`src/rtl/assert_macros.svh`:
```
// assertion macros used by cls_ctrl
// no dependencies; define NO_ASSERTIONS to compile them away
`ifndef ASSERT_MACROS_SVH
`define ASSERT_MACROS_SVH

`ifndef NO_ASSERTIONS

`define CLS_ASSERT(label, clk, rst_n, prop) \
  label: assert property (@(posedge clk) disable iff (!rst_n) prop) \
    else $error("assertion failed");

`define CLS_NEVER(label, clk, rst_n, cond) \
  label: assert property (@(posedge clk) disable iff (!rst_n) !(cond)) \
    else $error("forbidden condition seen");

`else

`define CLS_ASSERT(label, clk, rst_n, prop)

`define CLS_NEVER(label, clk, rst_n, cond)

`endif

`endif

```
`src/rtl/cls_pkg.sv`:
```
// shared constants and types of the cursor list store
// used by cls_mem, cls_ctrl and cursor_list_store
package cls_pkg;

  localparam int unsigned CAPACITY = 64;
  localparam int unsigned IDX_W    = $clog2(CAPACITY);
  localparam int unsigned CNT_W    = $clog2(CAPACITY + 1);
  localparam int unsigned VAL_W    = 64;
  localparam int unsigned OP_W     = 4;
  localparam int unsigned ST_W     = 2;

  localparam int unsigned IN_BITS  = OP_W + VAL_W + CNT_W;
  localparam int unsigned IN_W     = ((IN_BITS + 7) / 8) * 8;
  localparam int unsigned OUT_BITS = 2 * CNT_W + 3 + ST_W;
  localparam int unsigned OUT_W    = ((OUT_BITS + 7) / 8) * 8;

  localparam logic [OP_W-1:0] OP_CLEAR  = 4'd0;
  localparam logic [OP_W-1:0] OP_APPEND = 4'd1;
  localparam logic [OP_W-1:0] OP_INSERT = 4'd2;
  localparam logic [OP_W-1:0] OP_REMOVE = 4'd3;
  localparam logic [OP_W-1:0] OP_FIND   = 4'd4;
  localparam logic [OP_W-1:0] OP_HEAD   = 4'd5;
  localparam logic [OP_W-1:0] OP_TAIL   = 4'd6;
  localparam logic [OP_W-1:0] OP_NEXT   = 4'd7;
  localparam logic [OP_W-1:0] OP_BACK   = 4'd8;

  localparam logic [ST_W-1:0] ST_OK   = 2'd0;
  localparam logic [ST_W-1:0] ST_FULL = 2'd1;
  localparam logic [ST_W-1:0] ST_POS  = 2'd2;

  typedef struct packed {
    logic [OP_W-1:0]  operation;
    logic [VAL_W-1:0] value;
    logic [CNT_W-1:0] position;
  } cmd_t;

  typedef struct packed {
    logic [ST_W-1:0]  status;
    logic             at_tail;
    logic             at_head;
    logic             found;
    logic [CNT_W-1:0] cursor;
    logic [CNT_W-1:0] length;
  } res_t;

  typedef struct packed {
    logic             we;
    logic [IDX_W-1:0] waddr;
    logic [VAL_W-1:0] wdata;
    logic [IDX_W-1:0] raddr;
  } mem_req_t;

endpackage

```
`src/rtl/cls_ctrl.sv`:
```
// sequencer: decodes one operation and walks the store one entry a cycle
// with a single address counter and one word comparator; depends on cls_pkg
`include "assert_macros.svh"

module cls_ctrl (
  input  logic                      clk_i,
  input  logic                      rst_ni,
  input  logic                      cmd_valid_i,
  output logic                      cmd_ready_o,
  input  cls_pkg::cmd_t             cmd_i,
  output logic                      res_valid_o,
  input  logic                      res_ready_i,
  output cls_pkg::res_t             res_o,
  output cls_pkg::mem_req_t         mem_req_o,
  input  logic [cls_pkg::VAL_W-1:0] mem_rdata_i
);

  typedef enum logic [2:0] {
    S_IDLE,
    S_UP,
    S_PUT,
    S_DOWN,
    S_FIND,
    S_DONE
  } state_e;

  state_e                    state_q, state_d;
  logic [cls_pkg::CNT_W-1:0] cnt_q, cnt_d;
  logic [cls_pkg::CNT_W-1:0] ptr_q, ptr_d;
  logic                      pend_q, pend_d;
  logic                      found_q, found_d;
  logic [cls_pkg::ST_W-1:0]  status_q, status_d;
  logic [cls_pkg::VAL_W-1:0] val_q, val_d;
  logic [cls_pkg::CNT_W-1:0] pos_q, pos_d;
  logic [cls_pkg::CNT_W-1:0] idx_q, idx_d;
  logic [cls_pkg::CNT_W-1:0] pend_addr_q, pend_addr_d;
  logic [cls_pkg::CNT_W-1:0] idx_dec, idx_inc, cnt_dec;
  logic                      hit;

  assign idx_dec = idx_q - 1'b1;
  assign idx_inc = idx_q + 1'b1;
  assign cnt_dec = cnt_q - 1'b1;
  assign hit     = pend_q && (mem_rdata_i == val_q);

  always_comb begin
    state_d     = state_q;
    cnt_d       = cnt_q;
    ptr_d       = ptr_q;
    pend_d      = pend_q;
    found_d     = found_q;
    status_d    = status_q;
    val_d       = val_q;
    pos_d       = pos_q;
    idx_d       = idx_q;
    pend_addr_d = pend_addr_q;
    mem_req_o.we    = 1'b0;
    mem_req_o.waddr = pend_addr_q[cls_pkg::IDX_W-1:0];
    mem_req_o.wdata = mem_rdata_i;
    mem_req_o.raddr = idx_q[cls_pkg::IDX_W-1:0];

    unique case (state_q)
      S_IDLE: begin
        if (cmd_valid_i) begin
          val_d    = cmd_i.value;
          pos_d    = cmd_i.position;
          found_d  = 1'b0;
          status_d = cls_pkg::ST_OK;
          pend_d   = 1'b0;
          state_d  = S_DONE;
          unique case (cmd_i.operation)
            cls_pkg::OP_CLEAR: begin
              cnt_d = '0;
              ptr_d = '0;
            end
            cls_pkg::OP_APPEND: begin
              if (cnt_q >= cls_pkg::CNT_W'(cls_pkg::CAPACITY)) begin
                status_d = cls_pkg::ST_FULL;
              end else begin
                mem_req_o.we    = 1'b1;
                mem_req_o.waddr = cnt_q[cls_pkg::IDX_W-1:0];
                mem_req_o.wdata = cmd_i.value;
                cnt_d           = cnt_q + 1'b1;
              end
            end
            cls_pkg::OP_INSERT: begin
              if (cnt_q >= cls_pkg::CNT_W'(cls_pkg::CAPACITY)) begin
                status_d = cls_pkg::ST_FULL;
              end else if (cmd_i.position > cnt_q) begin
                status_d = cls_pkg::ST_POS;
              end else begin
                idx_d   = cnt_q;
                state_d = S_UP;
              end
            end
            cls_pkg::OP_REMOVE: begin
              if (cmd_i.position >= cnt_q) begin
                status_d = cls_pkg::ST_POS;
              end else begin
                idx_d   = cmd_i.position;
                state_d = S_DOWN;
              end
            end
            cls_pkg::OP_FIND: begin
              idx_d   = ptr_q;
              state_d = S_FIND;
            end
            cls_pkg::OP_HEAD: ptr_d = '0;
            cls_pkg::OP_TAIL: ptr_d = cnt_q;
            cls_pkg::OP_NEXT: begin
              if (ptr_q != cnt_q) begin
                ptr_d = ptr_q + 1'b1;
              end
            end
            cls_pkg::OP_BACK: begin
              if (ptr_q != '0) begin
                ptr_d = ptr_q - 1'b1;
              end
            end
            default: ;
          endcase
        end
      end
      // shift up: read idx-1, write it to idx in the following cycle
      S_UP: begin
        mem_req_o.we = pend_q;
        if (idx_q > pos_q) begin
          mem_req_o.raddr = idx_dec[cls_pkg::IDX_W-1:0];
          pend_d          = 1'b1;
          pend_addr_d     = idx_q;
          idx_d           = idx_dec;
        end else begin
          pend_d  = 1'b0;
          state_d = S_PUT;
        end
      end
      S_PUT: begin
        mem_req_o.we    = 1'b1;
        mem_req_o.waddr = pos_q[cls_pkg::IDX_W-1:0];
        mem_req_o.wdata = val_q;
        cnt_d           = cnt_q + 1'b1;
        state_d         = S_DONE;
      end
      // shift down: read idx+1, write it to idx in the following cycle
      S_DOWN: begin
        mem_req_o.we = pend_q;
        if (idx_inc < cnt_q) begin
          mem_req_o.raddr = idx_inc[cls_pkg::IDX_W-1:0];
          pend_d          = 1'b1;
          pend_addr_d     = idx_q;
          idx_d           = idx_inc;
        end else begin
          pend_d  = 1'b0;
          cnt_d   = cnt_dec;
          if (ptr_q > cnt_dec) begin
            ptr_d = cnt_dec;
          end
          state_d = S_DONE;
        end
      end
      S_FIND: begin
        if (hit) begin
          ptr_d   = pend_addr_q;
          found_d = 1'b1;
          pend_d  = 1'b0;
          state_d = S_DONE;
        end else if (idx_q < cnt_q) begin
          pend_d      = 1'b1;
          pend_addr_d = idx_q;
          idx_d       = idx_inc;
        end else begin
          ptr_d   = cnt_q;
          pend_d  = 1'b0;
          state_d = S_DONE;
        end
      end
      S_DONE: begin
        if (res_ready_i) begin
          state_d = S_IDLE;
        end
      end
      default: state_d = S_IDLE;
    endcase
  end

  always_ff @(posedge clk_i or negedge rst_ni) begin
    if (!rst_ni) begin
      state_q  <= S_IDLE;
      cnt_q    <= '0;
      ptr_q    <= '0;
      pend_q   <= 1'b0;
      found_q  <= 1'b0;
      status_q <= cls_pkg::ST_OK;
    end else begin
      state_q  <= state_d;
      cnt_q    <= cnt_d;
      ptr_q    <= ptr_d;
      pend_q   <= pend_d;
      found_q  <= found_d;
      status_q <= status_d;
    end
  end

  always_ff @(posedge clk_i) begin
    val_q       <= val_d;
    pos_q       <= pos_d;
    idx_q       <= idx_d;
    pend_addr_q <= pend_addr_d;
  end

  assign cmd_ready_o    = (state_q == S_IDLE);
  assign res_valid_o    = (state_q == S_DONE);
  assign res_o.length   = cnt_q;
  assign res_o.cursor   = ptr_q;
  assign res_o.found    = found_q;
  assign res_o.at_head  = (ptr_q == '0);
  assign res_o.at_tail  = (ptr_q == cnt_q);
  assign res_o.status   = status_q;

  `CLS_NEVER(a_cnt_range, clk_i, rst_ni, cnt_q > cls_pkg::CNT_W'(cls_pkg::CAPACITY))
  `CLS_NEVER(a_ptr_range, clk_i, rst_ni, ptr_q > cnt_q)
  `CLS_ASSERT(a_find_in_range, clk_i, rst_ni, (state_q == S_FIND && pend_q) |-> (pend_addr_q < cnt_q))
  `CLS_ASSERT(a_found_hit, clk_i, rst_ni, (res_valid_o && found_q) |-> (ptr_q < cnt_q))
  `CLS_ASSERT(a_done_hold, clk_i, rst_ni, (res_valid_o && !res_ready_i) |=> (res_valid_o && $stable(cnt_q) && $stable(ptr_q)))

endmodule

```
`config.mk`:
```
export PLATFORM = sky130hd
export DESIGN_NAME = cls_ctrl
export DESIGN_NICKNAME = d
export VERILOG_FILES = /design/src/rtl/cls_pkg.sv /design/src/rtl/cls_ctrl.sv
export VERILOG_INCLUDE_DIRS = /design/src /design/src/rtl
export SDC_FILE = /design/constraint.sdc
export NUM_CORES = 1
export LEC_CHECK = 0
export BUFFER_PORTS_ARGS = -buffer_cell sky130_fd_sc_hd__buf_2
export CAP_MARGIN = 30
export CORE_ASPECT_RATIO = 1.1
export CORE_UTILIZATION = 49
export CTS_BUF_LIST = sky130_fd_sc_hd__clkbuf_4
export CTS_CLUSTER_SIZE = 25
export DETAILED_ROUTE_END_ITERATION = 8
export PLACE_DENSITY = 0.79
export SLEW_MARGIN = 20
export SYNTH_ARGS = -nofsm -noshare
export SYNTH_HDL_FRONTEND = slang
export SYNTH_SLANG_ARGS = --single-unit
```
`constraint.sdc`:
```
create_clock -name clk_i -period 2.94 [get_ports clk_i]
set_input_delay 0.147 -clock clk_i [delete_from_list [all_inputs] [get_ports clk_i]]
set_output_delay 0.147 -clock clk_i [all_outputs]
set_load 0.02 [all_outputs]
```
-- Yosys cells after proc, flatten, opt, wreduce, memory -nomap -nowiden
Index checks and enable logic that the tools add are counted.
- flip-flop bits (word level): 106
- bits in latches: 0
- memory bits (writable): 0
- ROM bits: 0
- input port bits: 143
- output and inout port bits: 98
- logic and storage cells: 140
- memories: 0
- add/subtract/negate cells: 6
- $mul: 0
- divide/modulo/power cells: 0
- magnitude comparators: 7
- equal/unequal tests: 36
- shift-type cells: 0
- muxes and demuxes: 61
- bitwise logic cells: 0
- reduce and logical (&&, ||, !) cells: 20
- operator list (cell ; count):
    71-bit two-way mux ; 3
    7-bit two-way mux ; 22
    70-bit one-hot mux with 2 select lines ; 1
    7-bit one-hot mux with 3 select lines ; 4
    64-bit == test ; 1
    7-bit one-hot mux with 4 select lines ; 2
    3-bit two-way mux ; 9
    7-bit by 1-bit adder with 7-bit output (second input constant) ; 3
    7-bit > comparator ; 3
    3-bit inequality test (second input constant) ; 7
    7-bit by 1-bit subtractor with 7-bit output (second input constant) ; 3
    2-bit inequality test (second input constant) ; 9
    3-bit one-hot mux with 6 select lines ; 1
    4-bit by 3-bit == test with 1-bit output (second input constant) ; 4
    5-bit AND reduction ; 3
    7-bit < comparator ; 2
    7-bit one-hot mux with 2 select lines ; 1
    6-bit two-way mux ; 2
    6-bit one-hot mux with 2 select lines ; 1
    10-bit AND reduction ; 1
    3-bit one-hot mux with 3 select lines ; 1
    3-bit nonzero test ; 3
    4-bit by 2-bit == test with 1-bit output (second input constant) ; 2
    8-bit AND reduction ; 1
    29 further kinds ; 41

-- Logic depth before layout (Yosys ltp)
Gate-level depths: netlist of run 1.
- word-level depth: 6
- mapped depth: 14
- gate-level depth less buffers: 13

-- Worst setup path after synthesis of run 1
OpenSTA, ideal clock, no wires.
- path kind: reg2reg
- start point: register cnt_q[1] (netlist bit)
- end point: register pend_addr_q[0] (netlist bit) (enable)
- data arrival time: 2918 ps
- required time: 2567 ps
- slack: -351 ps
- stages on the path, launching flop included: 11
- path buffers: 2
- period minus slack after synthesis: 3291 ps
- cells stage by stage: dfrtp_1 > clkbuf_1 > inv_1 > ha_1 > a21o_1 > a211oi_1 > or3_1 > or4b_4 > or2_1 > buf_6 > a21oi_1
- word-level cells in the longest chain between the ends: 3
- elaborated cells between the ends (all ways): 5
- classes of those cells: order compare (2); eq/ne (2); reduce/logical (1)
- RTL lines (item ; RTL line ; RTL):
    start, declared ; cls_ctrl.sv:28 ; logic [cls_pkg::CNT_W-1:0] cnt_q, cnt_d;
    start signal, assigned ; cls_ctrl.sv:195 ; cnt_q <= cnt_d;
    7-bit < comparator, on equally long branches ; cls_ctrl.sv:166, cls_ctrl.sv:146 ;
    2-bit inequality test (no line) ; - ;
    5-bit AND reduction (no line) (*) ; - ;
    end signal, assigned ; cls_ctrl.sv:207 ; pend_addr_q <= pend_addr_d;
    end, declared ; cls_ctrl.sv:36 ; logic [cls_pkg::CNT_W-1:0] pend_addr_q, pend_addr_d;
Every way passes the cells marked *; elsewhere a longest branch is shown, timed or not.
A chain may end at the register's enable or synchronous reset.

==> impl_metrics.env, run 1 <==
export IMPL_ys_warnings_count=0
export IMPL_syn_inst=945
export IMPL_vias=9647
export IMPL_start_kind="flip-flop"
export IMPL_fin_nets=1487
export IMPL_grt_max_degree=72
export IMPL_cp_max_fo=5
export IMPL_layoutNonFillerInstCount=1511
export IMPL_drv_slew=0
export IMPL_dp_cells=1405
export IMPL_start_util_pct=50.6
export IMPL_synth_nets=1131
export IMPL_yosys_area_top_type="edfxtp_1"
export IMPL_synth_area_leaders="edfxtp_1 (30%), a22oi_1 (7.0%), dfrtp_1 (6.3%)"
export IMPL_clk_pin_slew_ns=0.20
export IMPL_clk_latency_ns=0.52
export IMPL_cts_buffer_depth=2
export IMPL_ys_seq_elements=106
export IMPL_hp_class="in2reg"
export IMPL_met1_usage_pct=46.8
export IMPL_peakVddDrop_mv=0.677
export IMPL_synthArstFlopShare_pct=19.8
export IMPL_path_class="reg2out"
export IMPL_vias_per_cell=6.38
export IMPL_die_area_mm2=0.0176
export IMPL_synth_most_common_cell="nand2_1"
export IMPL_tightest_slew_ns=0.802
export IMPL_die_y_um=139
export IMPL_slew_headroom_pct=46.5
export IMPL_drt_iter0_markers=1173
export IMPL_port_buffers=240
export IMPL_grt_pass1_vias=9272
export IMPL_drv_cap=0
export IMPL_end_kind="output pin"
export IMPL_htreeDepth=3
export IMPL_finish_utilization_pct=69.3
export IMPL_p_total_mw=11.1
export IMPL_drive_above_1_share_pct=32.1
export IMPL_cp_required_ns=2.79
export IMPL_yosysSeqAreaShare_pct=36.7
export IMPL_netlist_top_cells_count="nand2_1 (120), edfxtp_1 (85), a22oi_1 (78)"
export IMPL_gp_congestion=0.990
export IMPL_rsz0062_at_grt="yes"
export IMPL_synth_area_mm2=0.00838
export IMPL_grt_usage_pct=39.4
export IMPL_fmax_mhz=316
export IMPL_nFillCells=1280
export IMPL_grt_met2_usage_pct=66.2
export IMPL_die_w_um=127
export IMPL_hold_viol=0
export IMPL_status="complete, but fails checks"
export IMPL_drt_first_pass_iters=5
export IMPL_powerDensity_mw_per_mm2=971
export IMPL_synthToLayoutAreaGrowth_pct=37.0
export IMPL_min_period_over_period_pct=108
export IMPL_numClockSinks=106
export IMPL_cp_arrival_ns=3.02
export IMPL_period_minus_slack_ns=3.17
export IMPL_tns_ns=-1.04
export IMPL_core_area_mm2=0.0166
export IMPL_hpwl_mm=25.0
export IMPL_p_leak_nw=4.82
export IMPL_cts_root_buffer="clkbuf_4"
export IMPL_cts_buffers=9
export IMPL_synth_flop_cell="edfxtp_1"
export IMPL_synth_top_area_share_pct=30.5
export IMPL_cts_tree="yes"
export IMPL_placement_rows=49
export IMPL_drt_total_wl_mm=35.5
export IMPL_violations="setup timing"
export IMPL_fin_ws_ns=-0.227
export IMPL_grt_pass1_wl_mm=52.9
export IMPL_synth_edf_count=85
export IMPL_wl_per_cell_um=23.5
export IMPL_route_detailed_drc=0
export IMPL_antenna_found_initial=4
export IMPL_grt_remaining_overflow=0
export IMPL_grtUsageMet3_pct=8.33
export IMPL_top_usage_layer="met2"
export IMPL_finalSetupViolCount=6
export IMPL_finClkSkew_ns=0.0300
export IMPL_avgSynthCellArea_um2=8.86
export IMPL_antenna_left=0
export IMPL_synth_cell_types=77
export IMPL_io_pins=241
-- cell families (layout without fill, tap and decap cells) --
family	after synthesis	after routing	share of synthesized area (%)
other	0	1	0
XOR/XNOR	66	66	6.90
buffers and inverters	105	466	5.11
multiplexers	8	8	0.956
adder cells (fa/ha/maj)	43	43	6.51
flip-flops	106	106	36.7
AO/OA/AOI/OAI	330	330	26.7
AND/OR/NAND/NOR	287	287	17.1
-- placed cells by master (no fill, tap or decap), drive strengths merged, types with 39 or more instances in the layout --
master,instances
buf,334
nand2,120
o21ai,106
edfxtp,85
a22oi,78
dlygate4sd3,73
xnor2,49
inv,44
ha,42
nor2,42
a21oi,39
-- report_power, final --
part           internal (mW)  switching (mW)
Combinational           3.10            4.60
Clock                  0.266           0.585
Sequential              2.15           0.440
-- layer usage --
metal	share of wire [%]	vias up
met3	10	155
met4	6.2	4
met5	0.096	-
met1	37	4532
met2	47	689
li1	-	4267
-- cell type report --
type | instances | area, um2 | share of cell area [%]
Tap cell | 204 | 255 | 2.22
Clock buffer | 9 | 67.6 | 0.589
Clock inverter | 7 | 77.6 | 0.676
Sequential cell | 106 | 3080 | 26.9
Inverter | 43 | 165 | 1.44
Antenna cell | 1 | 2.50 | 0.0218
Multi-Input combinational cell | 734 | 5070 | 44.2
Timing Repair Buffer | 407 | 2760 | 24.0
-- sequential cells by signal, summed over array words and instances (netlist names) --
| signal | count |
|---|---|
| cnt_q | 7 |
| found_q | 1 |
| idx_q | 7 |
| pend_addr_q | 7 |
| pend_q | 1 |
| pos_q | 7 |
| ptr_q | 7 |
| state_q | 3 |
| status_q | 2 |
| val_q | 64 |
-- metrics by stage --
step | instance area [um2] | worst slack [ns] | hold WS [ns]
global route | 11500 | -0.339 | 0.0307
finish | 11500 | -0.227 | 0.00425
global placement | 10300 | 0.165 | 0.156
detailed placement | 10300 | 0.0765 | 0.161
CTS | 11300 | -0.196 | 0.00919
floorplan | 8400 | 0.0118 | -0.149
-- critical path, stage by stage, from the launching register on --
cell and delay, ns:
edfxtp_1 0.59, ha_1 0.42, nand4_1 0.19, o21bai_2 0.27
a311oi_2 0.30, o21ba_4 0.24, o21ai_2 0.06, a221o_1 0.32
buf_6 0.13
-- path summary, 6_finish.rpt --
path | start | endpoint | slack (ns) | depth (start not counted)
setup / recovery | idx_q[6]$_DFFE_PP_ | mem_req_o[4] | -0.23 | 8
hold / removal | cmd_i[73] | status_q[0]$_DFFE_PN0P_ | 0.004 | 3
setup reg to reg | idx_q[0]$_DFFE_PP_ | ptr_q[6]$_DFFE_PN0P_ | 0.04 | 14
hold reg to reg | status_q[0]$_DFFE_PN0P_ | status_q[0]$_DFFE_PN0P_ | 0.52 | 2
max in group asynchronous | rst_ni | state_q[0]$_DFFE_PN0P_ | 2.38 | 2
min in group asynchronous | rst_ni | status_q[1]$_DFFE_PN0P_ | 0.13 | 2
-- repair_timing --
action | in CTS | in global routing
cloned | 0 | 1
hold endpoints to repair | 94 | 0
setup endpoints to repair | 6 | 101
setup buffers | 9 | 6
gates resized for setup | 31 | 29
pin swaps | 15 | 11
hold buffers | 73 | 0
(Power assumes the default switching activity.)
==> inputs of run 2 (changes only) <==
- CORE_UTILIZATION: 49 -> 59
- PLACE_DENSITY: 0.79 -> 0.89
- clock period: 2.94 -> 3.85 ns (I/O delays scaled with it)
==> run 2 against run 1 <==
- the flow now finishes without violations
- total power shrank 32%
- worst hold slack improved by 0.062 ns
- register-to-register slack gained 0.42 ns
- critical path depth rose by 5
- routed wire length grew 1.1%
- clock power decreased by 35%
- first-iteration DRC count grew 34%
- core utilization is 8.6 points higher
- critical endpoint is now mem_req_o[3]
- final cell count is 4.4% lower
==> impl_metrics.env, run 2 (same netlist as run 1, synthesis figures left out) <==
export IMPL_cts_tree="yes"
export IMPL_tns_ns=0
export IMPL_peakVddDrop_mv=0.573
export IMPL_hp_class="in2reg"
export IMPL_dp_cells=1343
export IMPL_clk_latency_ns=0.50
export IMPL_critPathTopFamily="compound AO/OA/AOI/OAI gates"
export IMPL_end_kind="output pin"
export IMPL_largest_reg_flops=64
export IMPL_p_total_mw=7.61
export IMPL_slew_headroom_pct=41.3
export IMPL_placed_cell_area_mm2=0.00985
export IMPL_final_cell_mix="buf_2 (240), nand2_1 (119), edfxtp_1 (85), a22oi_1 (78), dlygate4sd3_1 (73)"
export IMPL_cp_required_ns=3.66
export IMPL_vias_per_cell=6.78
export IMPL_antenna_left=0
export IMPL_io_pins=241
export IMPL_crit_chain="buf_4 -> buf_4 -> inv_1 -> ha_1 -> ha_1 -> a21bo_2 -> a21oi_1 -> o21ai_2 -> and2_2 -> a221oi_1 -> a21oi_1 -> a21o_1 -> buf_2"
export IMPL_cts_root_buffer="clkbuf_4"
export IMPL_hpwl_mm=23.5
export IMPL_wl_per_cell_um=24.8
export IMPL_fmax_mhz=278
export IMPL_grt_max_degree=71
export IMPL_drv_slew=0
export IMPL_cp_arrival_ns=3.40
export IMPL_start_util_pct=60.5
export IMPL_antenna_found_initial=4
export IMPL_drive_above_1_share_pct=26.3
export IMPL_gp_congestion=1.01
export IMPL_slowest_delay_ns=0.48
export IMPL_numClockSinks=106
export IMPL_htreeDepth=3
export IMPL_grt_usage_pct=48.4
export IMPL_drt_iter0_markers=1573
export IMPL_post_place_ws_ns=0.461
export IMPL_vias=9791
export IMPL_cp_slowest_cell="edfxtp_1"
export IMPL_cts_buffers=9
export IMPL_finalSetupViolCount=0
export IMPL_cp_max_fo=9
export IMPL_drv_cap=0
export IMPL_period_minus_slack_ns=3.60
export IMPL_grt_pass1_wl_mm=52.3
export IMPL_r2r_start="val_q[24]$_DFFE_PP_"
export IMPL_nFillCells=952
export IMPL_tightest_slew_ns=0.877
export IMPL_clk_pin_slew_ns=0.18
export IMPL_drt_total_wl_mm=35.9
export IMPL_grt_remaining_overflow=0
export IMPL_fin_nets=1435
export IMPL_drt_first_pass_iters=7
export IMPL_path_class="reg2out"
export IMPL_powerDensity_mw_per_mm2=705
export IMPL_core_area_mm2=0.0139
export IMPL_die_y_um=127
export IMPL_min_from="cmd_i[73]"
export IMPL_synthToLayoutAreaGrowth_pct=28.9
export IMPL_rsz0062_at_grt="no"
export IMPL_final_common_cell="buf_2"
export IMPL_grt_pass1_vias=9466
export IMPL_finClkSkew_ns=0.0239
export IMPL_top_register="val_q"
export IMPL_layoutNonFillerInstCount=1445
export IMPL_die_w_um=116
export IMPL_critPathLaunch="idx_q[0]$_DFFE_PP_"
export IMPL_route_detailed_drc=0
export IMPL_status="finished, final reports clean"
export IMPL_finish_instance_area_mm2=0.0108
export IMPL_die_area_mm2=0.0147
export IMPL_hold_viol=0
export IMPL_min_period_over_period_pct=93.4
export IMPL_port_buffers=240
export IMPL_crit_buf_inv=4
export IMPL_p_leak_nw=4.50
export IMPL_placement_rows=45
export IMPL_fin_ws_ns=0.255
export IMPL_start_kind="flip-flop"
export IMPL_cts_buffer_depth=2
==> run 2: changes by cell type in the layout (fill, tap and decap cells not counted), moves of 5 or more <==
| cell | delta |
|---|---|
| o21ai_0 | +5 |
| buf_6 | -6 |
| buf_4 | -47 |
| a21oi_1 | +5 |
==> run 2: worst min-delay path, stage by stage <==
cell and delay [ns]:
buf_2 0.16, or4_1 0.13, o21ai_0 0.06
==> run 2: cell type report <==
class                      instances  area, um2  share of cell area (%)
multi-input combinational        734       4900                    45.4
sequential                       106       3080                    28.5
timing repair buffer             355       2300                    21.3
tap                              188        235                    2.18
inverter                          43        161                    1.49
clock buffer                      10       75.1                   0.695
clock inverter                     6       41.3                   0.382
antenna                            3       7.51                  0.0695
==> run 2: routing by layer <==
layer  share of wire [%]  global-route usage, %
met3                  14                   18.6
met1                  33                   54.5
met4                 9.4                   39.6
met2                  43                   72.5
met5               0.053                      0
==> run 2: report_power, final <==
| group | switching (mW) | total (mW) | internal (mW) |
|---|---|---|---|
| Sequential | 0.394 | 2.03 | 1.64 |
| Combinational | 3.19 | 5.02 | 1.83 |
| Clock | 0.414 | 0.555 | 0.141 |
==> run 2: stage by stage <==
stage               utilization, %  hold slack (ns)
finish                        77.9           0.0664
global route                  77.9           0.0673
CTS                           77.5           0.0685
detailed placement            71.1            0.200
global placement              70.9            0.200
floorplan                        -           -0.103
==> run 2: path summary, 6_finish.rpt <==
check / endpoint / slack, ns / cells past startpoint
max: mem_req_o[3] / 0.25 / 13
min: status_q[0]$_DFFE_PN0P_ / 0.07 / 3
max reg2reg: pend_addr_q[0]$_DFFE_PP_ / 0.46 / 8
min reg2reg: status_q[1]$_DFFE_PN0P_ / 0.50 / 2
max in group asynchronous: state_q[1]$_DFFE_PN0P_ / 3.26 / 2
min in group asynchronous: cnt_q[0]$_DFFE_PN0P_ / 0.19 / 2
==> run 2: what timing repair did <==
action / 4_1_cts / 5_1_grt
resized for setup: 0 / 5
hold buffers: 73 / 0
endpoints found under the setup margin: 2 / 6
hold endpoints to repair: 93 / 0
pin swaps: 0 / 1
setup buffers: 6 / 4
==> inputs of run 3 (changes only) <==
- BUFFER_PORTS_ARGS: -buffer_cell sky130_fd_sc_hd__buf_2 -> not set
- CORE_UTILIZATION: 59 -> 61
- DONT_BUFFER_PORTS: not set -> 1
- PLACE_DENSITY: 0.89 -> 0.77
==> run 3 against run 2 <==
- critical path depth decreased by 1
- total power decreased by 5.3%
- flip-flop and latch count unchanged
- first-iteration DRC count decreased by 24%
- largest power group unchanged
- sequential share of layout area increased by 3.6 points
- clock power increased by 11%
- core utilization decreased by 6.0 points
- non-clock buffer count decreased by 239
- final cell count decreased by 17%
- worst hold slack got worse by 0.040 ns
- clock skew increased by 0.0021 ns
- sequential power about the same
==> impl_metrics.env, run 3 (same netlist as run 1, synthesis figures left out) <==
export IMPL_reg2reg_to="state_q[2]$_DFFE_PN0P_"
export IMPL_grt_pass1_vias=8552
export IMPL_drt_total_wl_mm=33.0
export IMPL_period_minus_slack_ns=3.67
export IMPL_die_y_um=125
export IMPL_cts_buffer_depth=2
export IMPL_critPathLaunch="idx_q[0]$_DFFE_PP_"
export IMPL_cp_endpoint="mem_req_o[4]"
export IMPL_finish_instance_area_mm2=0.00959
export IMPL_layoutNonFillerInstCount=1200
export IMPL_path_class="reg2out"
export IMPL_peakVddDrop_mv=0.580
export IMPL_placed_cell_area_mm2=0.00863
export IMPL_cp_arrival_ns=3.48
export IMPL_rsz0062_at_grt="no"
export IMPL_placement_rows=44
export IMPL_vias_per_cell=7.21
export IMPL_min_period_over_period_pct=95.3
export IMPL_hold_viol=0
export IMPL_route_detailed_drc=0
export IMPL_top_register="val_q"
export IMPL_final_cell_mix="nand2_1 (119), edfxtp_1 (85), dlygate4sd3_1 (79), a22oi_1 (78), o21ai_1 (72)"
export IMPL_antenna_left=0
export IMPL_min_from="cmd_valid_i"
export IMPL_final_common_cell="nand2_1"
export IMPL_drive_above_1_share_pct=8.18
export IMPL_die_w_um=114
export IMPL_drv_slew=0
export IMPL_finalSetupViolCount=0
export IMPL_tns_ns=0
export IMPL_start_util_pct=62.9
export IMPL_p_leak_nw=3.53
export IMPL_numClockSinks=106
export IMPL_grt_usage_pct=46.2
export IMPL_tightest_slew_ns=0.972
export IMPL_status="finished, final reports clean"
export IMPL_hp_class="in2reg"
export IMPL_largest_reg_flops=64
export IMPL_end_kind="output pin"
export IMPL_cts_root_buffer="clkbuf_4"
export IMPL_fmax_mhz=272
export IMPL_grt_pass1_wl_mm=49.1
export IMPL_clk_pin_slew_ns=0.17
export IMPL_core_area_mm2=0.0133
export IMPL_cts_buffers=9
export IMPL_p_total_mw=7.21
export IMPL_wl_per_cell_um=27.5
export IMPL_cts_tree="yes"
export IMPL_clk_latency_ns=0.51
export IMPL_fin_nets=1196
export IMPL_dp_cells=1101
export IMPL_hpwl_mm=23.0
export IMPL_slew_headroom_pct=33.5
export IMPL_drv_cap=0
export IMPL_finClkSkew_ns=0.0260
export IMPL_gp_congestion=0.997
export IMPL_cp_required_ns=3.66
export IMPL_reg2reg_depth=8
export IMPL_htreeDepth=3
export IMPL_die_area_mm2=0.0142
export IMPL_io_pins=241
export IMPL_grt_remaining_overflow=0
export IMPL_antenna_found_initial=1
export IMPL_powerDensity_mw_per_mm2=752
export IMPL_r2r_start="val_q[24]$_DFFE_PP_"
export IMPL_port_buffers=0
export IMPL_cp_max_fo=7
export IMPL_drt_first_pass_iters=9
export IMPL_grt_max_degree=72
export IMPL_synthToLayoutAreaGrowth_pct=14.5
export IMPL_vias=8653
export IMPL_r2r_slack_ns=0.24
export IMPL_start_kind="flip-flop"
export IMPL_drt_iter0_markers=1194
run 3: changes by cell type in the layout (fill, tap and decap cells not counted), sizes merged:
cell         delta
clkinvlp        -1
dlygate4sd3     +6
buf           -245
clkinv          -1
diode           -2
clkbuf          +1
bufinv          +1
run 3: report_power, final:
part / total, mW / internal [mW] / switching, mW
clock: 0.616 / 0.211 / 0.405
combinational: 4.57 / 1.53 / 3.04
sequential: 2.03 / 1.64 / 0.387
total: 7.21 / 3.38 / 3.83
run 3: through the flow:
stage          setup slack [ns]  hold WS [ns]  utilization (%)
2_1_floorplan             0.559        -0.103                -
3_3_place_gp              0.667        -0.102             64.8
3_5_place_dp              0.592        -0.102             64.8
6_report                  0.179        0.0269             72.0
5_1_grt                  0.0400        0.0947             72.0
4_1_cts                  0.0223        0.0194             71.7
run 3: routing by layer:
layer | GRT usage [%] | share of wire, % | up-vias
met2 | 74.2 | 46 | 681
met3 | 14.2 | 13 | 176
met1 | 52.1 | 34 | 4108
met5 | 0 | 0 | -
li1 | - | - | 3688
met4 | 32.1 | 7.2 | 0
run 3: worst min-delay path by stage:
stage                               to  cells after the start
2_1_floorplan     cnt_q[0]$_DFFE_PN0P_                      0
3_3_place_gp   status_q[1]$_DFFE_PN0P_                      0
3_5_place_dp   status_q[1]$_DFFE_PN0P_                      0
4_1_cts         state_q[0]$_DFFE_PN0P_                      3
5_1_grt           cnt_q[0]$_DFFE_PN0P_                      4
6_report        state_q[0]$_DFFE_PN0P_                      3
run 3: worst max-delay path, stage by stage, from the launching register on:
cell and delay [ns]:
edfxtp_1 0.53, ha_1 0.30, nand3_1 0.18, nor2_1 0.18
xor2_1 0.23, ha_1 0.27, nor2_1 0.10, a21oi_1 0.06
o21ai_2 0.13, and2_1 0.17, o21ba_2 0.28, o21ai_0 0.13
a221o_1 0.43
run 3: cell type report:
cell class	count	area (um2)
well taps	184	230
flip-flops and latches	106	3080
inverters	43	161
clock inverters	5	53.8
diodes	1	2.50
fillers	1020	3730
repair buffers	116	1090
clock buffers	11	82.6
multi-input cells	734	4890
run 3: what timing repair did:
item	4_1_cts	5_1_grt
hold buffers	79	1
hold endpoints to repair	97	21
endpoints found under the setup margin	0	6
setup buffers	0	2
resized for setup	0	3
